## config.mk

```make
export PLATFORM = sky130hd
export DESIGN_NAME = log5_kernel
export DESIGN_NICKNAME = d
export VERILOG_FILES = /design/src/hw/rtl/log5_pkg.sv /design/src/hw/rtl/log5_kernel.sv
export SDC_FILE = /design/constraint.sdc
export NUM_CORES = 1
export LEC_CHECK = 0
export BUFFER_PORTS_ARGS = -buffer_cell sky130_fd_sc_hd__clkbuf_2
export CAP_MARGIN = 40
export CORE_UTILIZATION = 30
export CTS_CLUSTER_DIAMETER = 60
export DETAILED_ROUTE_END_ITERATION = 7
export PLACE_DENSITY = 0.66
export SYNTH_ARGS = -nofsm -noshare
export SYNTH_HDL_FRONTEND = slang
export SYNTH_SLANG_ARGS = --single-unit
```

## constraint.sdc

```tcl
create_clock -name clock -period 4.4 [get_ports clock]
set_input_delay 0.22 -clock clock [delete_from_list [all_inputs] [get_ports clock]]
set_output_delay 0.22 -clock clock [all_outputs]
set_load 0.1 [all_outputs]
```

## src/hw/rtl/log5_pkg.sv

```systemverilog
package log5_pkg;

   // line store depth, also the widest line the block takes
   localparam int MAX_WIDTH = 2048;
   localparam int COL_W = $clog2(MAX_WIDTH);

   localparam int PIX_W = 8;
   localparam int RESP_W = 13;
   localparam int DIM_W = 12;
   // width that holds both a line length and a clamped register value
   localparam int WCMP_W = (COL_W + 1 > DIM_W) ? COL_W + 1 : DIM_W;

   localparam int TAPS = 5;
   localparam int COLUMN_W = TAPS * PIX_W;
   localparam int LINE_W = (TAPS - 1) * PIX_W;

   localparam int MIN_DIM = 5;
   localparam int MAX_HEIGHT = 4095;
   localparam int EDGE = 2;
   localparam int WIDTH_RESET = 640;
   localparam int HEIGHT_RESET = 480;

   localparam int CENTRE_SHIFT = 4;   // centre weight 16
   localparam int N1_W = PIX_W + 2;   // four taps
   localparam int N2_W = PIX_W + 3;   // eight taps

   localparam int CSR_IDX_W = 1;

   typedef enum logic [CSR_IDX_W-1:0] {
      REG_IMAGE_WIDTH,
      REG_IMAGE_HEIGHT
   } csr_reg_type;

   typedef struct packed {
      logic [PIX_W-1:0] pixel;
      logic             flush;
   } req_type;

   typedef struct packed {
      logic signed [RESP_W-1:0] response;
      logic [PIX_W-1:0]         pixel_out;
      logic                     is_border;
      logic                     last;
   } rsp_type;

   // window[k] holds column k (0 = newest), byte r is line r (0 = newest)
   typedef logic [TAPS-1:0][COLUMN_W-1:0] window_type;

   typedef struct packed {
      logic             advance;
      logic             rd_en;
      logic [COL_W-1:0] rd_col;
      logic             wr_en;
      logic [COL_W-1:0] wr_col;
      logic [PIX_W-1:0] wr_pixel;
   } win_ctrl_type;

   typedef struct packed {
      logic signed [RESP_W-1:0] response;
      logic [PIX_W-1:0]         saturated;
      logic [PIX_W-1:0]         centre;
   } kern_out_type;

endpackage

```

## src/hw/rtl/log5_kernel.sv

```systemverilog
// LoG kernel: partial sums registered, final combine and clip after.
module log5_kernel (
   input  logic                  clock,
   input  logic                  advance,
   input  log5_pkg::window_type  window,
   output log5_pkg::kern_out_type result
);

   logic [log5_pkg::N1_W-1:0]   n1_in, n1_ff;
   logic [log5_pkg::N2_W-1:0]   n2_in, n2_ff;
   logic [log5_pkg::PIX_W-1:0]  centre_in, centre_ff;
   logic signed [log5_pkg::RESP_W-1:0] resp;

   function automatic logic [log5_pkg::PIX_W-1:0] tap(log5_pkg::window_type w,
                                                       int k, int r);
      return w[k][r*log5_pkg::PIX_W +: log5_pkg::PIX_W];
   endfunction

   always_comb begin
      centre_in = tap(window, 2, 2);
      n1_in = log5_pkg::N1_W'(tap(window, 2, 3)) + log5_pkg::N1_W'(tap(window, 2, 1))
            + log5_pkg::N1_W'(tap(window, 3, 2)) + log5_pkg::N1_W'(tap(window, 1, 2));
      n2_in = log5_pkg::N2_W'(tap(window, 2, 4)) + log5_pkg::N2_W'(tap(window, 2, 0))
            + log5_pkg::N2_W'(tap(window, 4, 2)) + log5_pkg::N2_W'(tap(window, 0, 2))
            + log5_pkg::N2_W'(tap(window, 3, 3)) + log5_pkg::N2_W'(tap(window, 1, 3))
            + log5_pkg::N2_W'(tap(window, 3, 1)) + log5_pkg::N2_W'(tap(window, 1, 1));
   end

   always_ff @(posedge clock) begin
      if (advance) begin
         n1_ff <= n1_in;
         n2_ff <= n2_in;
         centre_ff <= centre_in;
      end
   end

   // true value fits 13 bits, so wrap-around arithmetic is exact
   always_comb begin
      resp = $signed((log5_pkg::RESP_W'(centre_ff) << log5_pkg::CENTRE_SHIFT)
                     - (log5_pkg::RESP_W'(n1_ff) << 1)
                     - log5_pkg::RESP_W'(n2_ff));
      result.response = resp;
      result.centre = centre_ff;
      if (resp[log5_pkg::RESP_W-1]) begin
         result.saturated = '0;
      end else if (resp[log5_pkg::RESP_W-2:log5_pkg::PIX_W] != '0) begin
         result.saturated = '1;
      end else begin
         result.saturated = resp[log5_pkg::PIX_W-1:0];
      end
   end

endmodule

```

### Yosys cells after proc, flatten, opt, wreduce, memory -nomap -nowiden

Cells that the tools add are included.

| operators by class | value |
|---|---|
| $mul | 0 |
| $add $sub $neg | 12 |
| reduce and logical (&&, ||, !) cells | 1 |
| mux-type cells | 2 |
| magnitude comparators | 0 |
| bitwise operators | 0 |
| shifts and indexed selects | 0 |
| divide/modulo/power cells | 0 |
| equal/unequal tests | 0 |

Operators with widths:

| cell | number |
|---|---|
| 11-bit by 8-bit adder with 11-bit output | 4 |
| 9-bit by 8-bit adder with 10-bit output | 2 |
| 8-bit by 8-bit adder with 9-bit output | 2 |
| 8-bit 2-to-1 mux | 2 |
| 12-bit by 11-bit subtractor with 13-bit output | 1 |
| 13-bit by 11-bit subtractor with 13-bit output | 1 |
| 10-bit by 8-bit adder with 11-bit output | 1 |
| 10-bit by 8-bit adder with 10-bit output | 1 |
| 4-bit nonzero test | 1 |

| storage, ports and cells | value |
|---|---|
| bits in writable memories | 0 |
| register bits | 29 |
| bits of input ports | 202 |
| bits in read-only memories | 0 |
| output and inout port bits | 29 |
| latch bits | 0 |
| memories | 0 |

### Logic depth before layout (Yosys ltp)

| logic depth | value |
|---|---|
| depth in word-level cells | 7 |
| gate-level depth with buffers | 15 |
| mapped depth without buffers | 15 |

### Worst setup path before layout

Ideal clock, no wire load.

| timing path | value |
|---|---|
| kind | register -> output |
| from | register centre_ff[0] (netlist bit) |
| to | output result[10] (netlist bit) |
| cell stages (with the launch flop) | 11 |
| arrival time | 4782 ps |
| required time | 4180 ps |
| path slack | -602 ps |
| cells stage by stage | edfxtp_1 inv_1 fa_1 inv_1 ha_1 o211ai_1 o21bai_1 a31oi_4 o21ai_0 a21oi_2 a31oi_1 |

RTL lines:

| element | line | source |
|---|---|---|
| from (decl) | log5_kernel.sv:11 | `logic [log5_pkg::PIX_W-1:0] centre_in, centre_ff;` |
| from (signal assigned) | log5_kernel.sv:33 | `centre_ff <= centre_in;` |
| to (decl) | log5_kernel.sv:6 | `output log5_pkg::kern_out_type result` |

### Worst setup path after layout

| timing path | value |
|---|---|
| from | input window[18] (netlist bit) |
| to | register n2_ff[10] (netlist bit), data pin |

| on the way | value |
|---|---|
| cells in the longest elaborated chain, start to end | 5 |

RTL lines:

| element | line | source |
|---|---|---|
| from (decl) | log5_kernel.sv:5 | `input log5_pkg::window_type window,` |
| 10-bit by 8-bit adder with 11-bit output | log5_kernel.sv:24 | `+ log5_pkg::N2_W'(tap(window, 4, 2)) + log5_pkg::N2_W'(tap(window, 0, 2))` |
| 11-bit by 8-bit adder with 11-bit output (2 in a row) | log5_kernel.sv:25 | `+ log5_pkg::N2_W'(tap(window, 3, 3)) + log5_pkg::N2_W'(tap(window, 1, 3))` |
| 11-bit by 8-bit adder with 11-bit output (2 in a row) | log5_kernel.sv:26 | `+ log5_pkg::N2_W'(tap(window, 3, 1)) + log5_pkg::N2_W'(tap(window, 1, 1));` |
| named net n2_in (one bit) | log5_kernel.sv:10 | `logic [log5_pkg::N2_W-1:0] n2_in, n2_ff;` |
| to (signal assigned) | log5_kernel.sv:32 | `n2_ff <= n2_in;` |
| to (decl) | log5_kernel.sv:10 |  |

The timed path passes the listed nets, and every way through them passes these cells.
A chain may end at the register's enable or synchronous reset.

==> impl_metrics.toml <==
[global_route]
grt_pass1_vias = 2730
grt-ovfl-total = 0
grt_usage = 0.110
grt_antenna_before_repair = 0
grt_pass1_wl_um = 11500
grt_max_degree = 30

[synthesis]
synth_top_area_frac = 0.358
yosys.cell_types.count = 38
synth-main-ff-cell = "edfxtp_1"
synth_area_leaders = "fa_1, edfxtp_1, inv_1"
syn_area_sq_um = 3970
yosysMostFrequentCell = "inv_1"
syn-instance-count = 371
synth_edf_count = 29
synth_nets = 678
yosys-top-cells-count = "inv_1, fa_1, ha_1"
synth_seq_cells = 29
syn_avg_cell_area_sq_um = 10.7
async_reset_ff_frac = 0
synth_area_leader_cell = "fa_1"
yosysWarnings = 0
ys_seq_area_frac = 0.220

[routing]
ant_nets = 0
drc = 0
dr.first_iter.drc_count = 53
dr_total_vias = 2799
wl_um = 7340
drt_first_pass_iters = 3
via_per_inst = 4.10
wire_per_inst_um = 10.7

[setup_path]
cpPeakStageDelay_ns = 0.54
cp.arrival_ns = 4.03
crit_top_cell = "fa_1"
required_ns = 4.39
crit_type = "in -> reg"
crit_fanout = 2
crit_path_end_kind = "flip-flop"
cpMaxStageDelayCell = "fa_1"
crit_family = "adder cells"
path_buf_inv = 3
start_kind = "input port"
path_cells = "clkbuf_2 -> fa_1 -> inv_1 -> fa_1 -> fa_1 -> fa_1 -> inv_1 -> ha_1 -> fa_1 -> a21o_1 -> a21oi_1 -> o21bai_1 -> a21oi_1 -> o21ai_0"

[timing]
hold_viol_final = 0
finalCritPeriodShare = 0.919
relSlewSlack = 0.499
finalMaxSlewViolations = 0
whs_ns = 0.125
setup_viol = 0
fmax_mhz = 247
max_slew.worst_pin.slew_ns = 0.752
layout_min_cycle_time_ns = 4.04
rsz0062_at_grt = "no"

[floorplanning]
rows = 41
start_util = 0.310
die_width_um = 117
dieHeight_um = 117
core_sq_um = 12800
io_pins = 231
die-area_sq_um = 13700

[cts]
cts_sinks = 29
numCtsBuffers = 5
cts-root-buf = "clkbuf_16"
hold_buffers = 0
cts_setup_buffers = 0
cts_tree = "yes"
htreeDepth = 2
clk_pin_slew_worst_paths_ns = 0.05
cts_buffer_depth = 2
cts_resized = 0

[placed_design]
numPortBuffers = 134
gp_congestion = 0.731
dp.cells = 676
dp_hpwl_um = 6830

[final_layout]
syn2layout_area_growth_pct = 26.5
drive_gt1_frac = 0.299
nNetsFinal = 818
antenna-diode-count = 0
instances_no_fill = 683

[flow_run]
cap_violations = 0

[min_path]
hp-class = "in -> reg"

[status]
status = "finished, final reports clean"
per-layer routing:
layer  track usage  share of wire  vias to the layer above
met1         0.133           0.42                     1305
met2         0.199           0.51                       88
met5             0              0                        -
met3        0.0185          0.048                        7
li1              -              -                     1399
met4        0.0329          0.012                        0
logic make-up after synthesis:
group / count (synthesis) / synth area share
buf+inv: 140 / 0.133
fa+ha+maj: 105 / 0.466
xor+xnor: 21 / 0.0483
compound gates: 52 / 0.101
simple gates: 24 / 0.0322
flops: 29 / 0.220
metrics by stage:
stage / util / instance area [sq um] / worst slack, ns / TNS [ns]
after floorplan: - / 4010 / -0.564 / -2.82
after global placement: 0.382 / 4880 / 0.0455 / 0
after detailed placement: 0.382 / 4880 / 0.00482 / 0
after CTS: 0.393 / 5020 / 0.294 / 0
after global routing: 0.393 / 5020 / 0.185 / 0
final: 0.393 / 5020 / 0.357 / 0
area by class of cell:
class / instances / area [sq um]
clock buffer: 6 / 129
clock inverter: 1 / 3.75
fill: 1243 / 7760
inverter: 139 / 522
multi-input combinational: 202 / 2610
sequential: 29 / 871
tap: 172 / 215
timing repair buffer: 134 / 671
sequential cells by signal, summed over array words and instances, names as in the netlist:
| name | cells |
|---|---|
| n1_ff | 10 |
| centre_ff | 8 |
| n2_ff | 11 |
path summary, 6_finish.rpt:
path               startpoint      endpoint  depth (start not counted)  slack, ns
setup / recovery   window[18]     n2_ff[10]                         14       0.36
hold / removal    window[103]  centre_ff[7]                          1       0.12
cells in the final DEF, fill, tap and decap left out, drive strengths merged:
master	n
nor2b	3
o31ai	1
a21oi	12
ha	34
fa	71
edfxtp	29
nor3	2
nor3b	1
o211ai	1
a21o	9
nor2	7
o21ai	7
inv	139
a211oi	1
o41ai	1
o41a	1
nand2	3
xor2	7
nand2b	1
or4	1
o21bai	4
xnor2	14
nand3	2
or3	1
o21a	3
and2	2
o311ai	1
or2	1
a22oi	1
a31oi	9
clkbuf	140
clkinv	1
a2111oi	1
Power is left out: the tool's default activity adds up to more than one toggle a clock period on the data nets, which glitch-free logic cannot reach.
